--- config.mk ---
export PLATFORM = sky130hd
export DESIGN_NAME = dlps_blend
export DESIGN_NICKNAME = d
export VERILOG_FILES = /design/src/hw/rtl/dlps_pkg.sv /design/src/hw/rtl/dlps_blend.sv
export SDC_FILE = /design/constraint.sdc
export NUM_CORES = 2
export LEC_CHECK = 0
export ABC_AREA = 1
export BUFFER_PORTS_ARGS = -buffer_cell sky130_fd_sc_hd__buf_2
export CORE_MARGIN = 1.5
export CORE_UTILIZATION = 33
export CTS_CLUSTER_DIAMETER = 100
export DETAILED_ROUTE_END_ITERATION = 6
export PLACE_DENSITY_LB_ADDON = 0.12
export SLEW_MARGIN = 15
export SYNTH_ARGS = -nofsm -noshare
export SYNTH_HDL_FRONTEND = slang
export SYNTH_SLANG_ARGS = --single-unit
export TNS_END_PERCENT = 10
--- constraint.sdc ---
create_clock -name clk -period 8.7 [get_ports clk]
set_input_delay 0.435 -clock clk [delete_from_list [all_inputs] [get_ports clk]]
set_output_delay 0.435 -clock clk [all_outputs]
set_load 0.01 [all_outputs]
--- src/hw/rtl/dlps_pkg.sv ---
`timescale 1ns / 1ps

package dlps_pkg;

  // Fixed-point format of the read taps and of the blend weight.
  localparam int FRAC_BITS = 12;
  localparam int STEP_W    = 16;
  localparam int WEIGHT_W  = 13;
  localparam int DIST_W    = 7;

  localparam logic [WEIGHT_W-1:0] ONE_Q12 = WEIGHT_W'(4096);

  // Crossfade span in samples behind the write pointer.
  localparam logic [DIST_W-1:0] NEAR_SPAN = DIST_W'(80);

  // Pitch step limits, 0.5 to 8.0 in Q4.12, and its value after reset.
  localparam logic [STEP_W-1:0] STEP_MIN   = STEP_W'(2048);
  localparam logic [STEP_W-1:0] STEP_MAX   = STEP_W'(32768);
  localparam logic [STEP_W-1:0] STEP_RESET = STEP_W'(4096);

  // floor(d * 4096 / 80) = floor(d * 256 / 5), done as d * 52429 >> 10.
  // Exact for every distance up to the crossfade span.
  localparam int RECIP_W = 16;
  localparam logic [RECIP_W-1:0] NEAR_RECIP = RECIP_W'(52429);

  // Per-tap facts worked out when the sample is accepted.
  typedef struct packed {
    logic              fwd;   // tap reads the slot written by this sample
    logic              live;  // slot has been written since reset
    logic              near;  // tap is within the crossfade span
    logic [DIST_W-1:0] lag;   // distance behind the write pointer
  } tap_flags_t;

  typedef struct packed {
    tap_flags_t one;
    tap_flags_t two;
  } tap_info_t;

  // Status of the blend pipeline, seen by the top level.
  typedef struct packed {
    logic                busy;    // first stage holds an item
    logic [WEIGHT_W-1:0] weight;  // running blend weight
  } blend_status_t;

  // Crossfade weight for a tap at distance d behind the write pointer.
  function automatic logic [WEIGHT_W-1:0] near_weight(input logic [DIST_W-1:0] d);
    logic [DIST_W+RECIP_W-1:0] prod;
    prod = {{RECIP_W{1'b0}}, d} * {{DIST_W{1'b0}}, NEAR_RECIP};
    return prod[10 +: WEIGHT_W];
  endfunction

endpackage

--- src/hw/rtl/dlps_blend.sv ---
`timescale 1ns / 1ps

module dlps_blend
  import dlps_pkg::*;
#(
  parameter int W = 24
) (
  input  logic          clk,
  input  logic          rst,
  input  logic          accept,
  output logic          ready,
  input  tap_info_t     info,
  input  logic [W-1:0]  sample_q,
  input  logic [W-1:0]  rd1_data,
  input  logic [W-1:0]  rd2_data,
  output logic [W-1:0]  sample_out,
  output logic          out_valid,
  input  logic          out_stall,
  output blend_status_t status
);

  localparam int PW = W + WEIGHT_W + 1;

  // Stage valid flags: 1 read data, 2 taps and weight, 3 products.
  logic v1, v2, v3;
  logic r2, r3, r4;

  logic [WEIGHT_W-1:0] weight;
  logic [WEIGHT_W-1:0] weight_next;
  logic signed [W-1:0] s1_next, s2_next;
  logic signed [W-1:0] s1_q, s2_q;
  logic [WEIGHT_W-1:0] w_q;
  logic signed [PW-1:0] p1_q, p2_q;
  logic signed [WEIGHT_W:0] w1_s, w2_s;
  logic [PW:0] acc;

  // Each stage moves on when the one after it has room.
  assign r4    = !out_valid || !out_stall;
  assign r3    = !v3 || r4;
  assign r2    = !v2 || r3;
  assign ready = !v1 || r2;

  assign status.busy   = v1;
  assign status.weight = weight;

  // Tap samples: the new sample when forwarded, zero for unwritten slots.
  always_comb begin
    priority if (info.one.fwd) begin
      s1_next = $signed(sample_q);
    end else if (info.one.live) begin
      s1_next = $signed(rd1_data);
    end else begin
      s1_next = '0;
    end
    priority if (info.two.fwd) begin
      s2_next = $signed(sample_q);
    end else if (info.two.live) begin
      s2_next = $signed(rd2_data);
    end else begin
      s2_next = '0;
    end
  end

  // Weight update: tap two takes precedence when both taps are near.
  always_comb begin
    priority if (info.two.near) begin
      weight_next = ONE_Q12 - near_weight(info.two.lag);
    end else if (info.one.near) begin
      weight_next = near_weight(info.one.lag);
    end else begin
      weight_next = weight;
    end
  end

  assign w1_s = $signed({1'b0, w_q});
  assign w2_s = $signed({1'b0, ONE_Q12 - w_q});
  assign acc  = {p1_q[PW-1], p1_q} + {p2_q[PW-1], p2_q};

  // Control flags and the running weight.
  always_ff @(posedge clk) begin
    if (rst) begin
      v1        <= 1'b0;
      v2        <= 1'b0;
      v3        <= 1'b0;
      out_valid <= 1'b0;
      weight    <= '0;
    end else begin
      if (ready) begin
        v1 <= accept;
      end
      if (r2) begin
        v2 <= v1;
      end
      if (r3) begin
        v3 <= v2;
      end
      if (r4) begin
        out_valid <= v3;
      end
      if (v1 && r2) begin
        weight <= weight_next;
      end
    end
  end

  // Datapath: select and weigh, multiply, then sum and floor-shift.
  always_ff @(posedge clk) begin
    if (v1 && r2) begin
      s1_q <= s1_next;
      s2_q <= s2_next;
      w_q  <= weight_next;
    end
    if (v2 && r3) begin
      p1_q <= s1_q * w1_s;
      p2_q <= s2_q * w2_s;
    end
    if (v3 && r4) begin
      sample_out <= acc[FRAC_BITS +: W];
    end
  end

endmodule

==> results.yml <==
clock_tree:
  clkSinkCount: 174
  htreeDepth: 4
  clockBufferDepth: 2
  clkTransAtPathRegs_ps: 80
  root_buffer: "clkbuf_16"
  cts_tree: "built"
  cts_hold_buf: 0
  post_cts_resized: 0
  cts_made_buffers: 17
  post_cts_buffers: 0
  worst_skew_pair.late_latency_ps: 500
yosys:
  yosysTopAreaCellShare_pct: 34.9
  synthesis.nets: 5009
  yosys_warnings: 0
  netlist_top_cells_area: "fa_1, edfxtp_1, inv_1"
  syn_area_sq_um: 33300
  synth_edf_count: 157
  synthTopCellsByCount: "inv_1, nand2_1, fa_1"
  yosys.area.top_type: "fa_1"
  synth_most_common_cell: "inv_1"
  ys.flop_type: "edfxtp_1"
  seq_area_frac_synth_pct: 15.2
  avgSynthCellArea_sq_um: 8.25
  synth_cells: 4039
  ys_types: 54
  synthArstFlopShare_pct: 0
  synth-seq-cells: 174
outcome:
  outcome: "complete, no violations"
setup_path:
  rr_endpoint: "p2_q[33]"
  crit_type: "register to register"
  worst_ep_arrival_time_ps: 7920
  critPathMaxFanout: 20
  crit_top_cell: "nand2_1"
  regToRegStartpoint: "w_q[0]"
  endpoint: "p2_q[33]"
  cpMaxStageDelayCell: "inv_1"
  r2r_setup_slack_ps: 1020
  required_ps: 8940
  slowest_delay_ps: 590
  rr_worst_depth: 31
  worstSetupStartpoint: "w_q[0]"
  end_kind: "register"
  critPathLaunchType: "register"
finish:
  sequential_cell_area_sq_um: 5050
  multi_input_area_sq_um: 23900
  finish.utilization_pct: 36.0
  fill_cells: 10500
  insertedDiodeCount: 0
  syn2layout_area_growth_pct: 8.05
  finish.net_count: 5067
  drive_gt1_share_pct: 5.94
floorplanning:
  die_w_um: 321
  die-area_sq_um: 103000
  rows: 116
  core_area_sq_um: 100000
  start_util_pct: 33.3
  die_h_um: 321
  io-pin-count: 136
grt:
  antenna_found_initial: 3
  grt-ovfl-total: 0
  grt_pass1_wl_mm: 156
  grt_max_degree: 65
  grt_pass1_vias: 27200
  gr-usage-all-layers_pct: 20.0
worst_hold_path:
  hp-class: "primary input to register"
sta:
  relSlewSlack_pct: 27.7
  fmax_mhz: 130
  fin_crit_sh_pct: 88.3
  tightest_slew_ps: 1080
  final.setup.tns_ps: 0
  setup_viol: 0
  rsz0062_at_grt: "no"
  hold_viol_final: 0
  post-route-min-period_ps: 7680
  whs_ps: 168
  drv_slew: 0
  clock_skew_ps: 23.7
route:
  via_per_inst: 4.71
  vias: 25500
  drtIter0Drc: 1387
  postRouteAntennaNets: 0
  drcViolationCount: 0
  drt_first_pass_iters: 5
  wl_per_cell_um: 18.3
  wl_mm: 98.8
flow_run:
  max-cap-violations: 0
place:
  place_congestion: 0.858
  portBuffers: 135
  hpwl_mm: 82.7
-- cell families after synthesis --
| kind of cell | share of synthesized area [%] |
|---|---|
| adders and majority gates | 45.9 |
| DFF | 15.2 |
| AOI/OAI and AO/OA | 6.62 |
| and+or+nand+nor | 16.1 |
| buffers and inverters | 13.0 |
| xor gates and xnor gates | 3.18 |
-- cell usage in the layout, fill, tap and decap left out, drive strengths merged, types with 77 or more instances in the layout --
cell type and n:
a21oi 177, buf 172, edfxtp 157, fa 580, ha 294, inv 1020
nand2 887, nand3 132, nor2 237, o21ai 156, xor2 77
-- layout make-up --
type	count	area share, %
inverters	1017	10.6
clock buffers	17	1.18
repair buffers	172	2.65
clock inverters	15	0.469
well taps	1298	4.51
flip-flops and latches	174	14.0
multi-input cells	2715	66.5
-- worst min-delay path by stage --
stage,start,endpoint,slack [ps],depth (start not counted)
after CTS,accept,v1,130,3
after global placement,v2,v3,500,2
after detailed placement,v2,v3,510,2
after floorplan,v2,v3,450,2
final,accept,v1,170,3
after global routing,accept,v1,150,3
-- through the flow --
stage	area (sq um)	setup WS [ps]	instances
after floorplan	33300	1740	4039
after global placement	35400	1200	5376
after detailed placement	35400	1040	5376
after CTS	36000	1020	5408
after global routing	36000	334	5408
final	36000	1020	5408
-- state kept, by name, indices dropped and copies added, names as in the netlist --
signal / count
out_valid: 1
s2_q: 24
sample_out: 24
s1_q: 24
v3: 1
p2_q: 36
v1: 1
p1_q: 36
weight: 13
w_q: 13
v2: 1
-- routing by layer --
layer | vias up | GRT usage, % | routed length [um]
met5 | - | 0 | 17
met4 | 2 | 3.95 | 1600
met3 | 66 | 2.06 | 3580
met2 | 476 | 33.9 | 46600
met1 | 12600 | 27.8 | 47000
li1 | 12300 | - | -
-- critical path, delay by kind of cell (launching register included) --
family                   cells  cell delay (ps)
adder cells (fa/ha/maj)      8             3490
AND/OR/NAND/NOR             13             1940
buffers and inverters        6             1020
AO/OA/AOI/OAI                3              480
flip-flops                   1              380
XOR/XNOR                     1              100
Power is left out: the tool's default activity adds up to more than one toggle a clock period on the data nets, which glitch-free logic cannot reach.
