`src/hw/rtl/dlps_pkg.sv`:
```
`timescale 1ns / 1ps

package dlps_pkg;

  // Fixed-point format of the read taps and of the blend weight.
  localparam int FRAC_BITS = 12;
  localparam int STEP_W    = 16;
  localparam int WEIGHT_W  = 13;
  localparam int DIST_W    = 7;

  localparam logic [WEIGHT_W-1:0] ONE_Q12 = WEIGHT_W'(4096);

  // Crossfade span in samples behind the write pointer.
  localparam logic [DIST_W-1:0] NEAR_SPAN = DIST_W'(80);

  // Pitch step limits, 0.5 to 8.0 in Q4.12, and its value after reset.
  localparam logic [STEP_W-1:0] STEP_MIN   = STEP_W'(2048);
  localparam logic [STEP_W-1:0] STEP_MAX   = STEP_W'(32768);
  localparam logic [STEP_W-1:0] STEP_RESET = STEP_W'(4096);

  // floor(d * 4096 / 80) = floor(d * 256 / 5), done as d * 52429 >> 10.
  // Exact for every distance up to the crossfade span.
  localparam int RECIP_W = 16;
  localparam logic [RECIP_W-1:0] NEAR_RECIP = RECIP_W'(52429);

  // Per-tap facts worked out when the sample is accepted.
  typedef struct packed {
    logic              fwd;   // tap reads the slot written by this sample
    logic              live;  // slot has been written since reset
    logic              near;  // tap is within the crossfade span
    logic [DIST_W-1:0] lag;   // distance behind the write pointer
  } tap_flags_t;

  typedef struct packed {
    tap_flags_t one;
    tap_flags_t two;
  } tap_info_t;

  // Status of the blend pipeline, seen by the top level.
  typedef struct packed {
    logic                busy;    // first stage holds an item
    logic [WEIGHT_W-1:0] weight;  // running blend weight
  } blend_status_t;

  // Crossfade weight for a tap at distance d behind the write pointer.
  function automatic logic [WEIGHT_W-1:0] near_weight(input logic [DIST_W-1:0] d);
    logic [DIST_W+RECIP_W-1:0] prod;
    prod = {{RECIP_W{1'b0}}, d} * {{DIST_W{1'b0}}, NEAR_RECIP};
    return prod[10 +: WEIGHT_W];
  endfunction

endpackage

```
`src/hw/rtl/dlps_addr.sv`:
```
`timescale 1ns / 1ps

module dlps_addr
  import dlps_pkg::*;
#(
  parameter int DEPTH = 4096,
  parameter int W     = 24,
  parameter int AW    = $clog2(DEPTH)
) (
  input  logic              clk,
  input  logic              rst,
  input  logic              accept,
  input  logic [W-1:0]      sample,
  input  logic [STEP_W-1:0] step,
  output logic [AW-1:0]     wr_addr,
  output logic [AW-1:0]     rd1_addr,
  output logic [AW-1:0]     rd2_addr,
  output tap_info_t         info,
  output logic [W-1:0]      sample_q
);

  localparam int TW = AW + FRAC_BITS;
  localparam logic [TW:0]   TapMod   = (TW+1)'(DEPTH * 4096);
  localparam logic [TW-1:0] TapTwoRst = TW'((DEPTH / 2) * 4096);
  localparam logic [AW-1:0] LastIdx  = AW'(DEPTH - 1);
  localparam logic [AW:0]   DepthExt = (AW+1)'(DEPTH);

  logic [AW-1:0] wp;
  logic          full;
  logic [TW-1:0] tap_one;
  logic [TW-1:0] tap_two;

  logic [AW-1:0] wp_next;
  logic [TW-1:0] tap_one_next;
  logic [TW-1:0] tap_two_next;
  tap_info_t     info_next;

  // Integer parts of the taps select the read slots.
  assign wr_addr  = wp;
  assign rd1_addr = tap_one[FRAC_BITS +: AW];
  assign rd2_addr = tap_two[FRAC_BITS +: AW];

  // Advance a tap by the step, wrapping once at the store length.
  function automatic logic [TW-1:0] tap_advance(input logic [TW-1:0] tap,
                                                input logic [STEP_W-1:0] stp);
    logic [TW:0] sum;
    sum = {1'b0, tap} + (TW+1)'(stp);
    if (sum >= TapMod) begin
      sum = sum - TapMod;
    end
    return sum[TW-1:0];
  endfunction

  // Facts about one tap relative to the write pointer.
  function automatic tap_flags_t tap_flags(input logic [AW-1:0] idx,
                                           input logic [AW-1:0] wpt,
                                           input logic          filled);
    tap_flags_t  f;
    logic [AW:0] diff;
    diff = {1'b0, wpt} - {1'b0, idx};
    if (diff[AW]) begin
      diff = diff + DepthExt;
    end
    f.fwd  = (idx == wpt);
    f.live = filled || (idx < wpt);
    f.near = (diff[AW-1:0] <= AW'(NEAR_SPAN));
    f.lag  = diff[DIST_W-1:0];
    return f;
  endfunction

  always_comb begin
    wp_next      = (wp == LastIdx) ? '0 : wp + AW'(1);
    tap_one_next = tap_advance(tap_one, step);
    tap_two_next = tap_advance(tap_two, step);
    info_next.one = tap_flags(rd1_addr, wp, full);
    info_next.two = tap_flags(rd2_addr, wp, full);
  end

  // Pointer and tap state moves on every accepted sample.
  always_ff @(posedge clk) begin
    if (rst) begin
      wp      <= '0;
      full    <= 1'b0;
      tap_one <= '0;
      tap_two <= TapTwoRst;
    end else if (accept) begin
      wp      <= wp_next;
      full    <= full || (wp == LastIdx);
      tap_one <= tap_one_next;
      tap_two <= tap_two_next;
    end
  end

  // Tap facts and the sample itself line up with the read data.
  always_ff @(posedge clk) begin
    if (accept) begin
      info     <= info_next;
      sample_q <= sample;
    end
  end

endmodule

```
`config.mk`:
```
export PLATFORM = sky130hd
export DESIGN_NAME = dlps_addr
export DESIGN_NICKNAME = d
export VERILOG_FILES = /design/src/hw/rtl/dlps_pkg.sv /design/src/hw/rtl/dlps_addr.sv
export SDC_FILE = /design/constraint.sdc
export NUM_CORES = 1
export LEC_CHECK = 0
export BUFFER_PORTS_ARGS = -buffer_cell sky130_fd_sc_hd__buf_2
export CAP_MARGIN = 10
export CELL_PAD_IN_SITES_DETAIL_PLACEMENT = 1
export CELL_PAD_IN_SITES_GLOBAL_PLACEMENT = 1
export CORE_MARGIN = 2
export CORE_UTILIZATION = 34
export CTS_CLUSTER_SIZE = 16
export DETAILED_ROUTE_END_ITERATION = 12
export GPL_TIMING_DRIVEN = 1
export PLACE_DENSITY = 0.75
export SYNTH_ARGS = -nofsm -noshare
export SYNTH_HDL_FRONTEND = slang
export SYNTH_SLANG_ARGS = --single-unit
```
`constraint.sdc`:
```
create_clock -name clk -period 3.5 [get_ports clk]
set_clock_uncertainty 0.05 [all_clocks]
set_input_delay 0.175 -clock clk [delete_from_list [all_inputs] [get_ports clk]]
set_output_delay 0.175 -clock clk [all_outputs]
set_load 0.01 [all_outputs]
```
==> flow_summary_export.csv, run 1 <==
group,metric,value,unit
critical_path,r2r_start,"tap_two[0]$_SDFFE_PP0P_",
final_layout,layout-drive-gt1-share,18.1,%
final_layout,final_util,41.1,%
synth,ys.flop_type,"dfxtp_1",
synth,synth_seq_cells,105,
synth,synth_seq_area_share,37.7,%
critical_path,worstSetupPathType,"flip-flop to flip-flop",
critical_path,timing.reg2reg.setup_slack,660,ps
final_layout,areaGrowthSynthToFinish,18.7,%
min_path,hold_class,"input port to flip-flop",
timing,fin_setup_tns,0,ps
clock_network,cts_tree,"built",
drt,wl_per_cell,17.5,um
placement,io_buffers,122,
final_layout,fin_cells,1119,
clock_network,clock_latency,360,ps
flow_run,drv_cap,0,
final_layout,final_nets,953,
global_route,antenna_found_initial,0,
power,power,4.02,mW
timing,setup_slack,656,ps
timing,worst_pin_slew,872,ps
clock_network,clkTransAtPathRegs,80,ps
clock_network,cts.sinks,105,
clock_network,cts_resized,0,
critical_path,crit_path_start,"tap_two[0]$_SDFFE_PP0P_",
floorplan,fp-row-count,51,
clock_network,cts_buffers,9,
clock_network,cts-htree-levels,3,
timing,final_hold_viol_count,0,
power,comb_power_share,35.6,%
floorplan,die-area,21000,sq um
critical_path,critPathCapture,"tap_two[22]$_SDFFE_PP0P_",
global_route,first_global_vias,6032,
critical_path,end_kind,"flip-flop",
power,netSwitchingFraction,36.4,%
drt,firstDrtPassIters,4,
placement,gp_congestion,0.855,
drt,ant_nets,0,
synth,synth_top_cell_area_share,19.6,%
synth,yosysTopAreaCell,"edfxtp_1",
synth,ys_types,70,
critical_path,path_common_cell,"a21o_1",
timing,slew_violations,0,
synth,syn_nets,836,
critical_path,cp-start-kind,"flip-flop",
floorplan,initial_core_util,34.6,%
power,power_frac_seq,38.5,%
placement,dp_slack,675,ps
power,p_leak,3.61,nW
critical_path,cpMaxStageDelayCell,"fa_1",
critical_path,path_cells,"ha_1 -> fa_1 -> a21o_1 -> a21o_1 -> a211oi_1 -> buf_4 -> o21a_1 -> o31a_1 -> mux2i_1 -> o311ai_0",
power,ir_worst_vdd,0.247,mV
power,power.switching,1.46,mW
timing,fmax,352,MHz
synth,synth_common_cells,"nor2_1, dfxtp_1, ha_1, nand2_1",
global_route,overflow,0,
synth,synth-edff-count,44,
clock_network,clockRootBuffer,"clkbuf_16",
placement,placed_cells,1079,
clock_network,cts_max_path_buffers,2,
synth,synthCells,732,
power,power.density,503,nW/um^2
critical_path,ff2ff_path_depth,10,
critical_path,cpPeakStageDelay,430,ps
drt,routed_wl,19600,um
drt,drc,0,
timing,relSlewSlack,41.8,%
clock_network,post_cts_buffers,0,
critical_path,critPathRequiredTime,3680,ps
floorplan,core,19500,sq um
drt,via_count,5862,
synth,yosysMostFrequentCell,"nor2_1",
drt,via_per_inst,5.24,
critical_path,arrival,3030,ps
global_route,grt_pass1_wl,31000,um
timing,finalSetupViolCount,0,
global_route,grt_usage,19.0,%
timing,fin_crit,2840,ps
critical_path,cp_max_fo,6,
run_status,status,"completed",
synth,ys_warn_count,0,
power,internal_power,2.56,mW
synth,synthTopCellsByArea,"edfxtp_1, dfxtp_1, ha_1",
floorplan,ioPinCount,123,
synth,async_flop_share,0,%
synth,avgSynthCellArea,9.20,sq um
final_layout,n_antenna_cell,0,
timing,min_period_over_period,81.3,%
placement,dpl.hpwl,14500,um
power,p_clk_share,25.8,%
synth,synth_area,6740,sq um
drt,first_iter_violations,251,
global_route,grt_max_degree,37,
clock_network,cts_hold_buf,24,
floorplan,die_h,145,um
timing,rsz0062_at_grt,"false",
floorplan,die_x,145,um
critical_path,reg2reg_to,"tap_two[22]$_SDFFE_PP0P_",
state kept, by name, summed over array words and instances (netlist names):
name      flops
info         20
tap_two      24
wr_addr      12
tap_one      24
sample_q     24
full          1
metal layers:
| layer | track usage, % | part of all wire [%] | vias up |
|---|---|---|---|
| met1 | 22.6 | 45 | 2809 |
| met3 | 3.06 | 4.3 | 22 |
| met2 | 34.6 | 49 | 141 |
| li1 | - | - | 2890 |
| met4 | 6.54 | 1.8 | 0 |
| met5 | 0 | 0 | - |
area by class of cell:
| type | instances | area [sq um] |
|---|---|---|
| clock buffer | 9 | 225 |
| multi-input combinational | 540 | 3780 |
| timing repair buffer | 151 | 891 |
| fill | 2283 | 11500 |
| tap | 265 | 332 |
| sequential | 105 | 2540 |
| clock inverter | 7 | 70.1 |
| inverter | 42 | 158 |
layout by cell type, fill, tap and decap left out, types with 4 or more instances in the layout:
master | Yosys | layout
a211oi_1 | 12 | 12
a21o_1 | 26 | 26
a21oi_1 | 44 | 44
a31oi_1 | 7 | 7
and2_1 | 6 | 6
and3_1 | 9 | 9
buf_2 | 1 | 121
buf_4 | 24 | 6
clkbuf_16 | 0 | 9
dfxtp_1 | 61 | 61
dlygate4sd3_1 | 0 | 24
edfxtp_1 | 44 | 44
fa_1 | 4 | 4
ha_1 | 57 | 57
inv_1 | 42 | 42
mux2i_1 | 18 | 18
nand2_1 | 47 | 47
nand3_1 | 24 | 24
nand4_1 | 12 | 12
nor2_1 | 74 | 74
nor2b_1 | 4 | 4
nor3_1 | 20 | 20
o211ai_1 | 4 | 4
o21a_1 | 7 | 7
o21ai_0 | 26 | 26
o21bai_1 | 8 | 8
o22ai_1 | 9 | 9
o311ai_0 | 6 | 6
or3_1 | 8 | 8
xnor2_1 | 23 | 23
xor2_1 | 21 | 21
worst min-delay path by stage:
stage / startpoint / to / depth (start not counted)
3_5_place_dp: sample[4] / sample_q[4]$_DFFE_PP_ / 1
2_1_floorplan: sample[0] / sample_q[0]$_DFFE_PP_ / 0
5_1_grt: accept / info[10]$_DFFE_PP_ / 1
4_1_cts: step[0] / tap_two[0]$_SDFFE_PP0P_ / 4
3_3_place_gp: sample[19] / sample_q[19]$_DFFE_PP_ / 1
6_report: step[0] / tap_one[0]$_SDFFE_PP0P_ / 4
worst max-delay path: cells and delay by family (launching register included):
kind | cells | cell delay, ps
AOI/OAI and AO/OA | 6 | 1270
adders and majority gates | 2 | 660
buffers and inverters | 1 | 170
DFF | 1 | 320
muxes | 1 | 240
kinds of logic (layout without fill, tap and decap cells):
logic type	after synthesis	count (layout)	synth area share (%)
buffers and inverters	87	209	6.20
DFF	105	105	37.7
and+or+nand+nor	224	224	15.9
xor gates and xnor gates	44	44	5.72
adders and majority gates	62	62	11.9
AOI/OAI and AO/OA	188	188	19.2
muxes	22	22	3.34
power groups by stage:
stage          Combinational (mW)  Clock [mW]  Sequential (mW)
4_1_cts                      1.43        1.07             1.55
5_1_grt                      1.60        1.11             1.57
3_3_place_gp                 1.36           0             1.57
3_5_place_dp                 1.39           0             1.58
6_report                     1.43        1.04             1.55
2_1_floorplan                1.00           0             1.59
stage by stage:
stage,cell area [sq um],hold WS (ps)
2_1_floorplan,6740,224
3_3_place_gp,7460,301
3_5_place_dp,7460,304
4_1_cts,8000,145
5_1_grt,8000,190
6_report,8000,148
Power figures use the tool's default switching activity.
==> run 2: changes to the inputs <==
clock period = 3 ns   (was 3.5 ns; I/O delays follow)
==> run 2 against run 1 <==
Net effect:
- first-iteration DRC count decreased by 8.4%
- design area increased by 0.83%
- sequential cell count did not move
- non-clock buffer count is 7 higher
- clock-buffer cell count is 1 higher
- critical path depth is 1 higher
- fmax is 0.21% lower
- clock power grew 15%
- register-to-register slack worse by 510 ps
- sequential power up 16%
==> flow_summary_export.csv, run 2 (synthesis results as in run 1) <==
group,metric,value,unit
run_status,status,"completed",
floorplan,ioPinCount,123,
drt,wl_per_cell,17.8,um
floorplan,fp-row-count,51,
timing,relSlewSlack,46.2,%
clock_network,clock_latency,370,ps
timing,worst_pin_slew,807,ps
min_path,hold_class,"input port to flip-flop",
placement,gp_congestion,0.822,
global_route,grt_pass1_wl,31200,um
floorplan,die_x,145,um
timing,slew_violations,0,
final_layout,final_cell_mix,"buf_2, nor2_1, dfxtp_1",
clock_network,cts.sinks,105,
final_layout,final_nets,960,
placement,io_buffers,122,
floorplan,initial_core_util,34.6,%
timing,finalSetupViolCount,0,
critical_path,critPathRequiredTime,3080,ps
power,internal_power,3.01,mW
critical_path,r2r_start,"wr_addr[0]$_SDFFE_PP0P_",
power,comb_power_share,36.5,%
drt,routed_wl,20100,um
global_route,antenna_found_initial,0,
power,power_frac_seq,38.1,%
power,netSwitchingFraction,36.4,%
power,p_leak,3.64,nW
drt,ant_nets,0,
clock_network,cts_max_path_buffers,2,
global_route,first_global_vias,5938,
final_layout,final_util,41.4,%
power,power.density,587,nW/um^2
critical_path,worstSetupPathType,"flip-flop to flip-flop",
global_route,overflow,0,
placement,dpl.hpwl,14700,um
drt,via_count,5894,
clock_network,cts_buffers,9,
final_layout,layout-drive-gt1-share,18.9,%
clock_network,clkTransAtPathRegs,80,ps
final_layout,n_antenna_cell,0,
clock_network,clockRootBuffer,"clkbuf_16",
global_route,met1_usage,22.7,%
power,ir_worst_vdd,0.290,mV
clock_network,cts-htree-levels,3,
critical_path,crit_path_start,"wr_addr[0]$_SDFFE_PP0P_",
drt,via_per_inst,5.23,
global_route,grt_use_met2,34.4,%
timing,rsz0062_at_grt,"false",
drt,firstDrtPassIters,4,
critical_path,end_kind,"flip-flop",
floorplan,core,19500,sq um
timing,min_period_over_period,95.0,%
power,power.switching,1.72,mW
timing,fin_crit,2850,ps
global_route,grt_max_degree,69,
final_layout,top_regs,"sample_q: 24 flops, tap_one: 24 flops, tap_two: 24 flops",
drt,drc,0,
critical_path,arrival,2930,ps
timing,final_hold_viol_count,0,
global_route,grt_usage,19.1,%
drt,first_iter_violations,230,
flow_run,drv_cap,0,
floorplan,die-area,21000,sq um
global_route,grt_busiest_layer,"met2",
floorplan,die_h,145,um
timing,fin_setup_tns,0,ps
critical_path,cp-start-kind,"flip-flop",
final_layout,areaGrowthSynthToFinish,19.6,%
min_path,worstHoldStart,"step[0]",
clock_network,cts_tree,"built",
critical_path,cp_max_fo,5,
power,p_clk_share,25.4,%
final_layout,final_common_cell,"buf_2",
timing,fmax,351,MHz
global_route,met3_usage,4.80,%
## run 2: final timing paths
path                                    to  slack (ps)  cells past startpoint
setup / recovery         info[7]$_DFFE_PP_         150                     11
hold / removal     tap_two[0]$_SDFFE_PP0P_         130                      4
setup reg to reg         info[7]$_DFFE_PP_         150                     11
hold reg to reg   tap_one[10]$_SDFFE_PP0P_         440                      2
## run 2: per-layer routing
metal,up-vias,part of all wire (%)
met5,-,0
met4,0,1.6
met3,16,5.1
met2,147,49
met1,2818,44
li1,2913,-
## run 2: power groups by stage
stage | Combinational [mW] | Sequential (mW) | Clock (mW)
final | 1.72 | 1.80 | 1.20
after global routing | 1.92 | 1.83 | 1.30
after CTS | 1.71 | 1.80 | 1.24
after detailed placement | 1.66 | 1.83 | 0
after global placement | 1.62 | 1.82 | 0
after floorplan | 1.17 | 1.86 | 0
## run 2: cell type report
cell class              count  area (sq um)
clock buffers              10           229
clock inverters             6          60.1
fillers                  2296         11400
inverters                  42           158
multi-input cells         540          3780
flip-flops and latches    105          2540
well taps                 265           332
repair buffers            158           956
## run 2: worst max-delay path, cell delays in order, from the launching register on
cell and delay [ps]:
dfxtp_1 350, inv_1 120, ha_1 180, inv_1 60, fa_1 440, a211oi_1 310
o21bai_1 140, a2111oi_1 410, nor3_1 130, xor2_1 160, a21oi_1 60, and4b_1 190
## run 2: metrics by stage
step                      area (sq um)  cells  hold WS [ps]  setup slack [ps]  power [mW]
after global routing              8060   1126           144              14.5        5.04
after floorplan                   6740    732           199               372        3.03
after global placement            7520   1085           276               222        3.43
after detailed placement          7520   1085           278               143        3.49
final                             8060   1126           127               150        4.73
after CTS                         8050   1125           122               121        4.75
## run 2: repair_timing
item	CTS	global route
hold buffers	24	0
setup buffers	0	1
endpoints found under the setup margin	0	3
gates resized for setup	0	3
endpoints found under the hold margin	24	0
